[config.mk]
export PLATFORM = sky130hd
export DESIGN_NAME = integer_to_ascii_radix_formatter
export DESIGN_NICKNAME = d
export VERILOG_FILES = /design/src/hdl/itoa_pkg.sv /design/src/hdl/itoa_ctrl.sv /design/src/hdl/itoa_dp.sv /design/src/hdl/integer_to_ascii_radix_formatter.sv
export VERILOG_INCLUDE_DIRS = /design/src /design/src/hdl
export SDC_FILE = /design/constraint.sdc
export NUM_CORES = 1
export LEC_CHECK = 0
export ABC_AREA = 1
export BUFFER_PORTS_ARGS = -buffer_cell sky130_fd_sc_hd__buf_2
export CELL_PAD_IN_SITES_DETAIL_PLACEMENT = 1
export CELL_PAD_IN_SITES_GLOBAL_PLACEMENT = 2
export CORE_UTILIZATION = 35
export DETAILED_ROUTE_END_ITERATION = 10
export PLACE_DENSITY = 0.76
export SETUP_SLACK_MARGIN = 0.05
export SLEW_MARGIN = 20
export SYNTH_ARGS = -nofsm -noshare
export SYNTH_HDL_FRONTEND = slang
export SYNTH_SLANG_ARGS = --single-unit
[constraint.sdc]
create_clock -name clk -period 4.8 [get_ports clk]
set_input_delay 1.44 -clock clk [delete_from_list [all_inputs] [get_ports clk]]
set_output_delay 1.44 -clock clk [all_outputs]
set_load 0.02 [all_outputs]
[src/hdl/assert_macros.svh]
// ----------------------------------------------------------------------------
// assert_macros.svh
// shared concurrent assertion macros, clocked on clk, held off during reset
// ----------------------------------------------------------------------------
`ifndef ASSERT_MACROS_SVH
`define ASSERT_MACROS_SVH

// implication checked at every rising edge outside reset
`define ASSERT_CLK(lbl, prop, msg) \
lbl: assert property (@(posedge clk) disable iff (!arst_n) prop) else $error(msg);

// signal must hold low whenever the condition holds
`define ASSERT_NEVER(lbl, cond, sig, msg) \
lbl: assert property (@(posedge clk) disable iff (!arst_n) (cond) |-> !(sig)) else $error(msg);

`endif

[src/hdl/itoa_pkg.sv]
// ----------------------------------------------------------------------------
// itoa_pkg
// types, codes and the digit character function shared by the radix formatter modules
// ----------------------------------------------------------------------------
package itoa_pkg;

	localparam logic [7:0] ASCII_PLUS  = 8'h2B;
	localparam logic [7:0] ASCII_MINUS = 8'h2D;

	typedef enum logic [2:0] {
		ST_IDLE,
		ST_DIV,
		ST_PUSH,
		ST_PREP,
		ST_PAD_PRE,
		ST_SIGN,
		ST_DIGIT,
		ST_PAD_POST
	} state_t;

	typedef enum logic [1:0] {
		SEL_PAD,
		SEL_SIGN,
		SEL_DIGIT
	} char_sel_t;

	typedef struct packed {
		logic      load;
		logic      div_step;
		logic      push;
		logic      prep;
		logic      emit;
		char_sel_t sel;
	} cmd_t;

	typedef struct packed {
		logic bit_last;
		logic quot_zero;
		logic pad_zero;
		logic has_sign;
		logic left;
		logic dig_one;
		logic out_free;
	} status_t;

	function automatic logic [7:0] digit_char(input logic [3:0] d, input logic lower);
		logic [7:0] c;
		begin
			if (d < 4'd10) begin
				c = 8'h30 + {4'h0, d};
			end else if (lower) begin
				c = 8'h61 + {4'h0, d} - 8'd10;
			end else begin
				c = 8'h41 + {4'h0, d} - 8'd10;
			end
			return c;
		end
	endfunction

endpackage

[src/hdl/itoa_ctrl.sv]
// ----------------------------------------------------------------------------
// itoa_ctrl
// sequencer: division loop, digit pushes, then pad / sign / digit / trailing pad emission
// ----------------------------------------------------------------------------
module itoa_ctrl (
	input  logic              clk,
	input  logic              arst_n,
	input  logic              s_tvalid,
	output logic              s_tready,
	input  itoa_pkg::status_t st,
	output itoa_pkg::cmd_t    cmd
);
	import itoa_pkg::*;

	state_t state_q;
	state_t state_d;

	always_ff @(posedge clk or negedge arst_n) begin
		if (!arst_n) begin
			state_q <= ST_IDLE;
		end else begin
			state_q <= state_d;
		end
	end

	always_comb begin
		state_d = state_q;
		unique case (state_q)
			ST_IDLE: begin
				if (s_tvalid) state_d = ST_DIV;
			end
			ST_DIV: begin
				if (st.bit_last) state_d = ST_PUSH;
			end
			ST_PUSH: begin
				state_d = st.quot_zero ? ST_PREP : ST_DIV;
			end
			ST_PREP: begin
				state_d = st.left ? ST_SIGN : ST_PAD_PRE;
			end
			ST_PAD_PRE: begin
				if (st.pad_zero) state_d = ST_SIGN;
			end
			ST_SIGN: begin
				if (!st.has_sign || st.out_free) state_d = ST_DIGIT;
			end
			ST_DIGIT: begin
				if (st.out_free && st.dig_one) state_d = st.left ? ST_PAD_POST : ST_IDLE;
			end
			ST_PAD_POST: begin
				if (st.pad_zero) state_d = ST_IDLE;
			end
			default: state_d = ST_IDLE;
		endcase
	end

	always_comb begin
		s_tready = 1'b0;
		cmd      = '{load: 1'b0, div_step: 1'b0, push: 1'b0, prep: 1'b0,
			emit: 1'b0, sel: SEL_PAD};
		unique case (state_q)
			ST_IDLE: begin
				s_tready = 1'b1;
				cmd.load = s_tvalid;
			end
			ST_DIV:  cmd.div_step = 1'b1;
			ST_PUSH: cmd.push = 1'b1;
			ST_PREP: cmd.prep = 1'b1;
			ST_PAD_PRE, ST_PAD_POST: begin
				cmd.sel  = SEL_PAD;
				cmd.emit = st.out_free && !st.pad_zero;
			end
			ST_SIGN: begin
				cmd.sel  = SEL_SIGN;
				cmd.emit = st.out_free && st.has_sign;
			end
			ST_DIGIT: begin
				cmd.sel  = SEL_DIGIT;
				cmd.emit = st.out_free;
			end
			default: ;
		endcase
	end

endmodule

[src/hdl/itoa_dp.sv]
// ----------------------------------------------------------------------------
// itoa_dp
// datapath: bit-serial division by the radix, digit stack, counters and
// the output register
// ----------------------------------------------------------------------------
module itoa_dp #(
	parameter int VALUE_BITS = 32,
	parameter int MAX_WIDTH  = 64
) (
	input  logic              clk,
	input  logic              arst_n,
	input  logic [55:0]       s_tdata,
	input  itoa_pkg::cmd_t    cmd,
	output itoa_pkg::status_t st,
	input  logic              m_tready,
	output logic              m_tvalid,
	output logic [7:0]        m_tdata,
	output logic              m_tlast
);
	import itoa_pkg::*;

	localparam int BW = (VALUE_BITS > 1) ? $clog2(VALUE_BITS) : 1;
	localparam int DW = $clog2(VALUE_BITS + 1);

	// unpacked input fields
	logic                  in_op;
	logic [31:0]           in_value;
	logic [4:0]            in_radix;
	logic                  in_lower;
	logic                  in_plus;
	logic                  in_left;
	logic [6:0]            in_width;
	logic [7:0]            in_pad;
	logic [63:0]           value_ext;
	logic [VALUE_BITS-1:0] raw;
	logic                  neg;

	assign in_op     = s_tdata[0];
	assign in_value  = s_tdata[32:1];
	assign in_radix  = s_tdata[37:33];
	assign in_lower  = s_tdata[38];
	assign in_plus   = s_tdata[39];
	assign in_left   = s_tdata[40];
	assign in_width  = s_tdata[47:41];
	assign in_pad    = s_tdata[55:48];
	assign value_ext = {32'h0, in_value};
	assign raw       = value_ext[VALUE_BITS-1:0];
	assign neg       = in_op && raw[VALUE_BITS-1];

	logic [VALUE_BITS-1:0] mag_q;
	logic [3:0]            rem_q;
	logic [BW-1:0]         bcnt_q;
	logic [3:0]            stk_q [VALUE_BITS];
	logic [DW-1:0]         ndig_q;
	logic [4:0]            radix_q;
	logic                  lower_q;
	logic                  left_q;
	logic                  has_sign_q;
	logic                  neg_q;
	logic [6:0]            width_q;
	logic [7:0]            pad_q;
	logic [6:0]            npad_q;
	logic [6:0]            tot_q;
	logic                  out_valid_q;
	logic [7:0]            out_char_q;
	logic                  out_last_q;

	// one restoring division step
	logic [4:0] trial;
	logic       ge;
	logic [4:0] trial_sub;
	assign trial     = {rem_q, mag_q[VALUE_BITS-1]};
	assign ge        = trial >= radix_q;
	assign trial_sub = trial - radix_q;

	// field length and padding
	logic [6:0] len;
	assign len = 7'(ndig_q) + {6'h0, has_sign_q};

	logic [7:0] char_d;
	always_comb begin
		unique case (cmd.sel)
			SEL_PAD:   char_d = pad_q;
			SEL_SIGN:  char_d = neg_q ? ASCII_MINUS : ASCII_PLUS;
			SEL_DIGIT: char_d = digit_char(stk_q[0], lower_q);
			default:   char_d = pad_q;
		endcase
	end

	always_ff @(posedge clk) begin
		if (cmd.load) begin
			mag_q      <= neg ? (~raw + VALUE_BITS'(1)) : raw;
			rem_q      <= '0;
			bcnt_q     <= '0;
			ndig_q     <= '0;
			lower_q    <= in_lower;
			left_q     <= in_left;
			neg_q      <= neg;
			has_sign_q <= neg || in_plus;
			pad_q      <= in_pad;
			width_q    <= (in_width > 7'(MAX_WIDTH)) ? 7'(MAX_WIDTH) : in_width;
			if (in_radix < 5'd2) begin
				radix_q <= 5'd2;
			end else if (in_radix > 5'd16) begin
				radix_q <= 5'd16;
			end else begin
				radix_q <= in_radix;
			end
		end
		if (cmd.div_step) begin
			mag_q  <= {mag_q[VALUE_BITS-2:0], ge};
			rem_q  <= ge ? trial_sub[3:0] : trial[3:0];
			bcnt_q <= bcnt_q + BW'(1);
		end
		// digits arrive least significant first, so the top digit ends at index 0
		if (cmd.push) begin
			stk_q[0] <= rem_q;
			for (int i = 1; i < VALUE_BITS; i++) stk_q[i] <= stk_q[i-1];
			ndig_q <= ndig_q + DW'(1);
			rem_q  <= '0;
			bcnt_q <= '0;
		end
		if (cmd.prep) begin
			npad_q <= (width_q > len) ? (width_q - len) : 7'h0;
			tot_q  <= (width_q > len) ? width_q : len;
		end
		if (cmd.emit) begin
			out_char_q <= char_d;
			out_last_q <= tot_q == 7'd1;
			tot_q      <= tot_q - 7'd1;
			if (cmd.sel == SEL_PAD) npad_q <= npad_q - 7'd1;
			if (cmd.sel == SEL_DIGIT) begin
				for (int i = 0; i < VALUE_BITS - 1; i++) stk_q[i] <= stk_q[i+1];
				ndig_q <= ndig_q - DW'(1);
			end
		end
	end

	always_ff @(posedge clk or negedge arst_n) begin
		if (!arst_n) begin
			out_valid_q <= 1'b0;
		end else if (cmd.emit) begin
			out_valid_q <= 1'b1;
		end else if (m_tready) begin
			out_valid_q <= 1'b0;
		end
	end

	assign st.bit_last  = bcnt_q == BW'(VALUE_BITS - 1);
	assign st.quot_zero = mag_q == '0;
	assign st.pad_zero  = npad_q == 7'h0;
	assign st.has_sign  = has_sign_q;
	assign st.left      = left_q;
	assign st.dig_one   = ndig_q == DW'(1);
	assign st.out_free  = !out_valid_q || m_tready;

	assign m_tvalid = out_valid_q;
	assign m_tdata  = out_char_q;
	assign m_tlast  = out_last_q;

endmodule

[src/hdl/integer_to_ascii_radix_formatter.sv]
// ----------------------------------------------------------------------------
// integer_to_ascii_radix_formatter
// formats one integer per item as a run of ascii characters, last one marked
// ----------------------------------------------------------------------------
// channel  direction  payload
// s_*      in         operation, value, radix, case, plus, justify, width, pad
// m_*      out        out_char in tdata, last in tlast
//
// an item is accepted; for each digit the divider then steps through every
// bit of the value and the digit is pushed; a prep step follows, then one
// character is sent per cycle while the output does not stall, plus a sign
// step when there is no sign and a step closing the padding
// reset clears the sequencer and the output valid only
// a stalled output holds the sequencer; the next item is taken once the last
// character sits in the output register
module integer_to_ascii_radix_formatter #(
	parameter int VALUE_BITS = 32,
	parameter int MAX_WIDTH  = 64
) (
	input  logic        clk,
	input  logic        arst_n,
	input  logic        s_tvalid,
	output logic        s_tready,
	// operation[0], value[32:1], radix[37:33], hex_lower[38], show_plus[39],
	// left_justify[40], field_width[47:41], pad_char[55:48]
	input  logic [55:0] s_tdata,
	output logic        m_tvalid,
	input  logic        m_tready,
	// out_char[7:0]
	output logic [7:0]  m_tdata,
	output logic        m_tlast
);
	import itoa_pkg::*;

	cmd_t    cmd;
	status_t st;

	itoa_ctrl u_ctrl (
		.clk      (clk),
		.arst_n   (arst_n),
		.s_tvalid (s_tvalid),
		.s_tready (s_tready),
		.st       (st),
		.cmd      (cmd)
	);

	itoa_dp #(
		.VALUE_BITS (VALUE_BITS),
		.MAX_WIDTH  (MAX_WIDTH)
	) u_dp (
		.clk      (clk),
		.arst_n   (arst_n),
		.s_tdata  (s_tdata),
		.cmd      (cmd),
		.st       (st),
		.m_tready (m_tready),
		.m_tvalid (m_tvalid),
		.m_tdata  (m_tdata),
		.m_tlast  (m_tlast)
	);

`include "assert_macros.svh"

	// the block is not ready again in the cycle right after taking an item
	`ASSERT_CLK(a_busy_after_accept, (s_tvalid && s_tready |=> !s_tready), "ready right after accept")
	// only the final character of a number may wait while a new item is taken
	`ASSERT_NEVER(a_idle_only_after_last, (m_tvalid && !m_tlast), s_tready, "idle mid-number")

endmodule

==> run_results.csv, run 1 <==
group,metric,value,unit
run_status,status,"finished, final reports clean",
clock_tree,cts.htree.levels,1,
floorplan,core,32600,um2
clock_tree,ctsHoldBuffers,0,
timing,slew_violations,0,
setup_path,criticalPathCategory,"flip-flop to flip-flop",
setup_path,crit_path_frequent_cell,"nand2_1",
power,leakage,0.00560,uW
yosys,ys_warn_count,0,
routing,wl_per_cell,14.8,um
global_route,grt_pass1_wl,45.4,mm
layout,syn_to_final_growth,14.2,%
layout,fillers,3822,
yosys,ys_seq_area_frac,0.562,
clock_tree,cts_resized,0,
global_route,overflow,0,
routing,postRouteAntennaNets,0,
setup_path,slowest_stage,"edfxtp_1",
timing,rsz0062_at_grt,"false",
clock_tree,clock_latency,0.54,ns
layout,fin_util,0.408,
routing,routed_via_density,4.76,
run,drv_cap,0,
global_route,grt_pass1_vias,8958,
setup_path,path_max_fanout,15,
power,fin_total_pwr,4380,uW
layout,nets,1467,
clock_tree,cts_tree,"yes",
placed_design,place.gp.congestion,0.808,
setup_path,critPathBufInv,0,
global_route,grt_max_degree,64,
hold_path,hold_class,"flip-flop to flip-flop",
placed_design,hpwl,19.0,mm
setup_path,cp.arrival,3.41,ns
layout,drive_gt1_frac,0.112,
floorplan,die_w,184,um
floorplan,io_pins,71,
yosys,netlist_area,11600,um2
clock_tree,post_cts_buffers,0,
setup_path,crit_path_max_incr_delay,0.45,ns
yosys,synth_area_per_cell,8.85,um2
clock_tree,cts.reportedPaths.clkPinSlew,0.06,ns
yosys,synth_cell_types,49,
setup_path,cp-start-kind,"flip-flop",
timing,min_period_over_period,0.656,
timing,relSlewSlack,0.558,
setup_path,worstPathCellList,"ha_1 > xnor2_1 > ha_1 > a21o_1 > nand2_1 > nand2_1 > nand2_1 > nand2_1 > nand3_1 > nand2_2 > nand2_1 > nand2_1 > nand3_1 > o21ai_0",
yosys,ys_seq_elements,226,
layout,regArea,6550,um2
global_route,grt_usage,0.165,
floorplan,die_h,184,um
timing,fmax,0.317,GHz
routing,first_iter_violations,519,
clock_tree,cts_sinks,226,
yosys,syn_inst,1315,
routing,drt-pass1-iter-count,5,
timing,finClkSkew,0.0104,ns
timing,tns,0,ns
setup_path,required,5.06,ns
power,pwr_density_cell,330,nW/um2
yosys,syn_nets,1401,
routing,drcViolationCount,0,
clock_tree,cts_buffers,28,
timing,hold_viol_final,0,
floorplan,die_area,34000,um2
power,ir_drop,247,uV
placed_design,placement.io_buffers,70,
floorplan,row_count,66,
timing,worst_pin_slew,0.662,ns
timing,layout_min_cycle_time,3.15,ns
global_route,antenna_found_initial,2,
clock_tree,cts_max_path_buffers,3,
setup_path,end_kind,"flip-flop",
routing,vias,8782,
layout,multiInputGateArea,4380,um2
routing,wl,27.3,mm
timing,setup_viol,0,
floorplan,initial_core_util,0.357,
setup_path,cpLargestDelayFamily,"simple AND/OR/NAND/NOR gates",
clock_tree,cts_root_buffer,"clkbuf_16",
==> sequential cells by signal, summed over array words and instances, names as in the netlist <==
register         flops
u_dp.width_q         7
u_dp.m_tdata         8
u_dp.rem_q           4
u_dp.bcnt_q          5
u_dp.radix_q         5
u_dp.lower_q         1
u_ctrl.state_q       3
u_dp.left_q          1
u_dp.neg_q           1
u_dp.mag_q          32
u_dp.tot_q           7
u_dp.m_tlast         1
u_dp.m_tvalid        1
u_dp.ndig_q          6
u_dp.has_sign_q      1
u_dp.stk_q         128
u_dp.pad_q           8
u_dp.npad_q          7
==> cells in the mapped netlist, drive strengths merged <==
cell    number  area (um2)
nand2      475        1800
edfxtp     200        6010
inv        134         503
o21ai      104         521
nor2        85         329
nand3       69         355
a21oi       31         166
buf         27         148
xor2        25         219
ha          24         300
clkbuf      22        83.8
dfxtp       22         440
nand4       16         100
nor3        13        81.3
or2         10        62.6
nor4         9        56.3
xnor2        9        78.8
o31ai        7        52.6
dfrtp        4         100
nand3b       4        30.0
o211ai       4        30.0
a31oi        3        18.8
and2         2        12.5
fa           2        40.0
o21a         2        15.0
o22ai        2        12.5
a21boi       1        7.51
a21o         1        7.51
a221oi       1        8.76
a31o         1        8.76
a32oi        1        8.76
mux2         1        11.3
nor3b        1        7.51
o21bai       1        7.51
o221ai       1        8.76
o311ai       1        8.76
==> cells by family (layout without fill, tap and decap cells) <==
family          Yosys count  in the layout  synth area share
buf+inv                 183            271            0.0631
fa+ha+maj                26             26            0.0292
flops                   226            226             0.562
simple gates            684            684             0.243
xor+xnor                 34             34            0.0256
mux                       1              1          0.000967
other cells               0              1                 0
compound gates          161            161            0.0758
==> worst paths after layout <==
| kind | start | slack (ns) | cells after the start | to |
|---|---|---|---|---|
| min reg2reg | u_dp.stk_q[15][0] | 0.46 | 0 | u_dp.stk_q[15][4] |
| max | u_dp.has_sign_q | 1.65 | 14 | u_dp.tot_q[1] |
| min | u_dp.stk_q[15][0] | 0.46 | 0 | u_dp.stk_q[15][4] |
| min in group asynchronous | arst_n | 0.71 | 1 | u_dp.m_tvalid |
| max reg2reg | u_dp.has_sign_q | 1.65 | 14 | u_dp.tot_q[1] |
| max in group asynchronous | arst_n | 3.96 | 1 | u_ctrl.state_q[2] |
==> through the flow <==
stage	hold slack (ns)	instance area, um2	worst slack (ns)	instances
floorplan	0.427	11600	0.769	1315
global route	0.468	13300	1.40	1845
global placement	0.439	12500	1.40	1793
finish	0.456	13300	1.65	1846
detailed placement	0.438	12500	1.33	1793
CTS	0.458	13300	1.63	1845
==> layer usage <==
layer / track usage / vias up / routed length [um]
li1: - / 4491 / -
met1: 0.230 / 4140 / 13600
met2: 0.268 / 106 / 12400
met3: 0.0215 / 43 / 776
met4: 0.0423 / 2 / 539
met5: 0 / - / 10
==> area by class of cell <==
type                            count  share of cell area
Multi-Input combinational cell    906               0.329
Antenna cell                        1            0.000188
Inverter                          134              0.0378
Clock buffer                       37              0.0576
Sequential cell                   226               0.492
Tap cell                          442              0.0416
Timing Repair Buffer               85              0.0358
Clock inverter                     15             0.00546
==> layout by cell type, fill, tap and decap left out, types with 11 or more instances in the layout <==
cell / count
dfxtp_1: 22
nand3_1: 67
nand4_1: 16
xor2_1: 25
clkbuf_16: 29
edfxtp_1: 200
nand2_1: 468
inv_1: 127
buf_2: 70
o21ai_0: 100
buf_4: 14
a21oi_1: 30
nor2_1: 82
nor3_1: 11
ha_1: 24
==> power by group <==
group | leakage, uW | switching, uW | internal, uW
Sequential | 0.00181 | 26.6 | 2170
Clock | 0.000420 | 811 | 1120
Combinational | 0.00337 | 156 | 105
Total | 0.00560 | 993 | 3390
No activity file was read; power rests on OpenSTA's default activity.
==> inputs of run 2 (changes only) <==
==> constraint.sdc (replaced) <==
create_clock -name clk -period 2.8 [get_ports clk]
set_input_delay 0.84 -clock clk [delete_from_list [all_inputs] [get_ports clk]]
set_output_delay 0.84 -clock clk [all_outputs]
set_load 0.02 [all_outputs]
==> run 2 against run 1 <==
Clock skew fell by 0.0028 ns. Wire length rose by 0.16%. Sequential share of layout area fell by 0.60 points. Register-to-register slack worse by 1.4 ns. Final cell count is 0.87% higher. First-iteration DRC count shrank 24%. Global-route usage increased by 0.076 points. Non-clock buffer count grew 20. Power up 67%. Setup slack worse by 1.4 ns. Core utilization is 0.50 points higher. Die area did not move. Critical path type unchanged. Largest cell class unchanged.
==> run_results.csv, run 2 (synthesis gave the netlist of run 1 again) <==
group,metric,value,unit
routing,drt-pass1-iter-count,4,
routing,wl,27.4,mm
setup_path,worstPathCellList,"ha_2 > xnor2_2 > ha_1 > a21o_1 > nand2_1 > nand2_1 > nand2_1 > nand2_1 > nand3_1 > nand2_2 > buf_4 > nand3_1 > nand3_1 > o21ai_0",
layout,final_cell_mix,"466 x nand2_1, 200 x edfxtp_1, 126 x inv_1, 100 x o21ai_0, 80 x nor2_1",
clock_tree,cts_tree,"yes",
routing,postRouteAntennaNets,0,
setup_path,crit_path_frequent_cell,"nand2_1",
floorplan,die_area,34000,um2
setup_path,worstReg2RegEnd,"u_dp.tot_q[2]",
layout,nets,1485,
global_route,overflow,0,
global_route,grt-busiest-layer,"met2",
setup_path,crit_start,"u_dp.has_sign_q",
floorplan,row_count,66,
placed_design,hpwl,19.7,mm
timing,fmax,0.399,GHz
layout,syn_to_final_growth,15.6,%
setup_path,worst_r2r_path_depth,14,
clock_tree,clock_latency,0.53,ns
floorplan,die_w,184,um
layout,top_regs,"u_dp.stk_q: 128 flops, u_dp.mag_q: 32 flops",
routing,drcViolationCount,0,
timing,min_period_over_period,0.895,
layout,regMostFlops,"u_dp.stk_q",
routing,first_iter_violations,395,
layout,largest_reg_flops,128,
timing,setup_viol,0,
clock_tree,cts_sinks,226,
clock_tree,cts_max_path_buffers,3,
setup_path,end_kind,"flip-flop",
global_route,antenna_found_initial,3,
clock_tree,cts_buffers,26,
setup_path,rrSetupSlack,0.29,ns
routing,vias,8850,
setup_path,critPathBufInv,1,
placed_design,place.gp.congestion,0.828,
floorplan,die_h,184,um
global_route,grt_util_met3,0.0267,
timing,slew_violations,0,
global_route,met2_usage,0.273,
setup_path,crit_end,"u_dp.tot_q[2]",
global_route,grt_max_degree,61,
floorplan,io_pins,71,
setup_path,rr_startpoint,"u_dp.has_sign_q",
timing,worst_pin_slew,0.621,ns
setup_path,required,3.06,ns
hold_path,hold_class,"primary input to async pin",
clock_tree,ctsHoldBuffers,0,
power,leakage,0.00566,uW
setup_path,cp.arrival,2.77,ns
setup_path,cpLargestDelayFamily,"simple AND/OR/NAND/NOR gates",
timing,rsz0062_at_grt,"true",
layout,drive_gt1_frac,0.131,
setup_path,crit_path_max_incr_delay,0.42,ns
run,drv_cap,0,
power,pwr_density_cell,544,nW/um2
global_route,grt_pass1_vias,9112,
run_status,status,"finished, final reports clean",
power,ir_drop,372,uV
timing,finClkSkew,0.00758,ns
timing,hold_viol_final,0,
setup_path,cp-start-kind,"flip-flop",
clock_tree,cts.reportedPaths.clkPinSlew,0.06,ns
clock_tree,cts_root_buffer,"clkbuf_16",
routing,routed_via_density,4.75,
timing,relSlewSlack,0.586,
global_route,grt_usage,0.165,
setup_path,cp.depth,14,
clock_tree,cts.htree.levels,1,
layout,fillers,3818,
floorplan,initial_core_util,0.357,
global_route,grt_pass1_wl,46.0,mm
layout,fin_cells,1862,
timing,layout_min_cycle_time,2.51,ns
placed_design,dp.cells,1810,
setup_path,path_max_fanout,10,
layout,layout_commonest_cell,"nand2_1",
timing,tns,0,ns
floorplan,core,32600,um2
setup_path,criticalPathCategory,"flip-flop to flip-flop",
routing,wl_per_cell,14.7,um
placed_design,placement.io_buffers,70,
global_route,grt_use_met1,0.228,
setup_path,slowest_stage,"edfxtp_1",
## run 2: cell types whose count changed in the layout (fill, tap and decap cells not counted), moves of 2 or more
cell | previous run | this run
clkinvlp_4 | 0 | 4
nor2_1 | 82 | 80
nor2_2 | 1 | 3
clkinv_1 | 6 | 2
nand2_2 | 6 | 8
buf_4 | 14 | 31
buf_12 | 1 | 4
clkbuf_16 | 29 | 26
clkbuf_1 | 7 | 4
nand2_1 | 468 | 466
## run 2: through the flow
| step | hold WS [ns] | setup WS [ns] | util | area (um2) | total power [uW] |
|---|---|---|---|---|---|
| after floorplan | 0.427 | 0.0905 | - | 11700 | 4130 |
| after global placement | 0.438 | 0.172 | 0.387 | 12600 | 4280 |
| after detailed placement | 0.443 | 0.134 | 0.387 | 12600 | 4300 |
| after CTS | 0.0965 | 0.131 | 0.411 | 13400 | 7460 |
| after global routing | 0.0979 | 0.0345 | 0.413 | 13500 | 7640 |
| final | 0.116 | 0.295 | 0.413 | 13500 | 7330 |
## run 2: worst min path at each step
stage          slack (ns)                end              start
6_report             0.12      u_dp.m_tvalid             arst_n
4_1_cts               0.1  u_ctrl.state_q[0]             arst_n
5_1_grt               0.1      u_dp.m_tvalid             arst_n
3_5_place_dp         0.44  u_dp.stk_q[15][5]  u_dp.stk_q[15][1]
3_3_place_gp         0.44  u_dp.stk_q[15][4]  u_dp.stk_q[15][0]
2_1_floorplan        0.43  u_dp.stk_q[15][4]  u_dp.stk_q[15][0]
## run 2: area by class of cell
cell class	instances	area, um2	share of cell area
sequential	226	6550	0.486
inverter	134	507	0.0376
timing repair buffer	105	663	0.0493
clock inverter	16	100	0.00744
antenna	2	5.00	0.000372
tap	442	553	0.0411
multi-input combinational	906	4410	0.327
clock buffer	31	679	0.0505
## run 2: report_power, final
group / leakage [uW] / internal [uW] / switching [uW]
clock network: 0.000383 / 1740 / 1370
logic: 0.00346 / 185 / 272
registers: 0.00181 / 3720 / 42.0
## run 2: timing repair
action,4_1_cts,5_1_grt
setup endpoints to repair,0,15
setup buffers,0,3
resized for setup,0,6
## run 2: metal layers
metal  routed length [um]  part of all wire  vias up
li1                     -                 -     4511
met1                13400              0.49     4214
met2                12700              0.46       95
met3                  916             0.033       28
met4                  344             0.013        2
met5                    8           0.00029        -
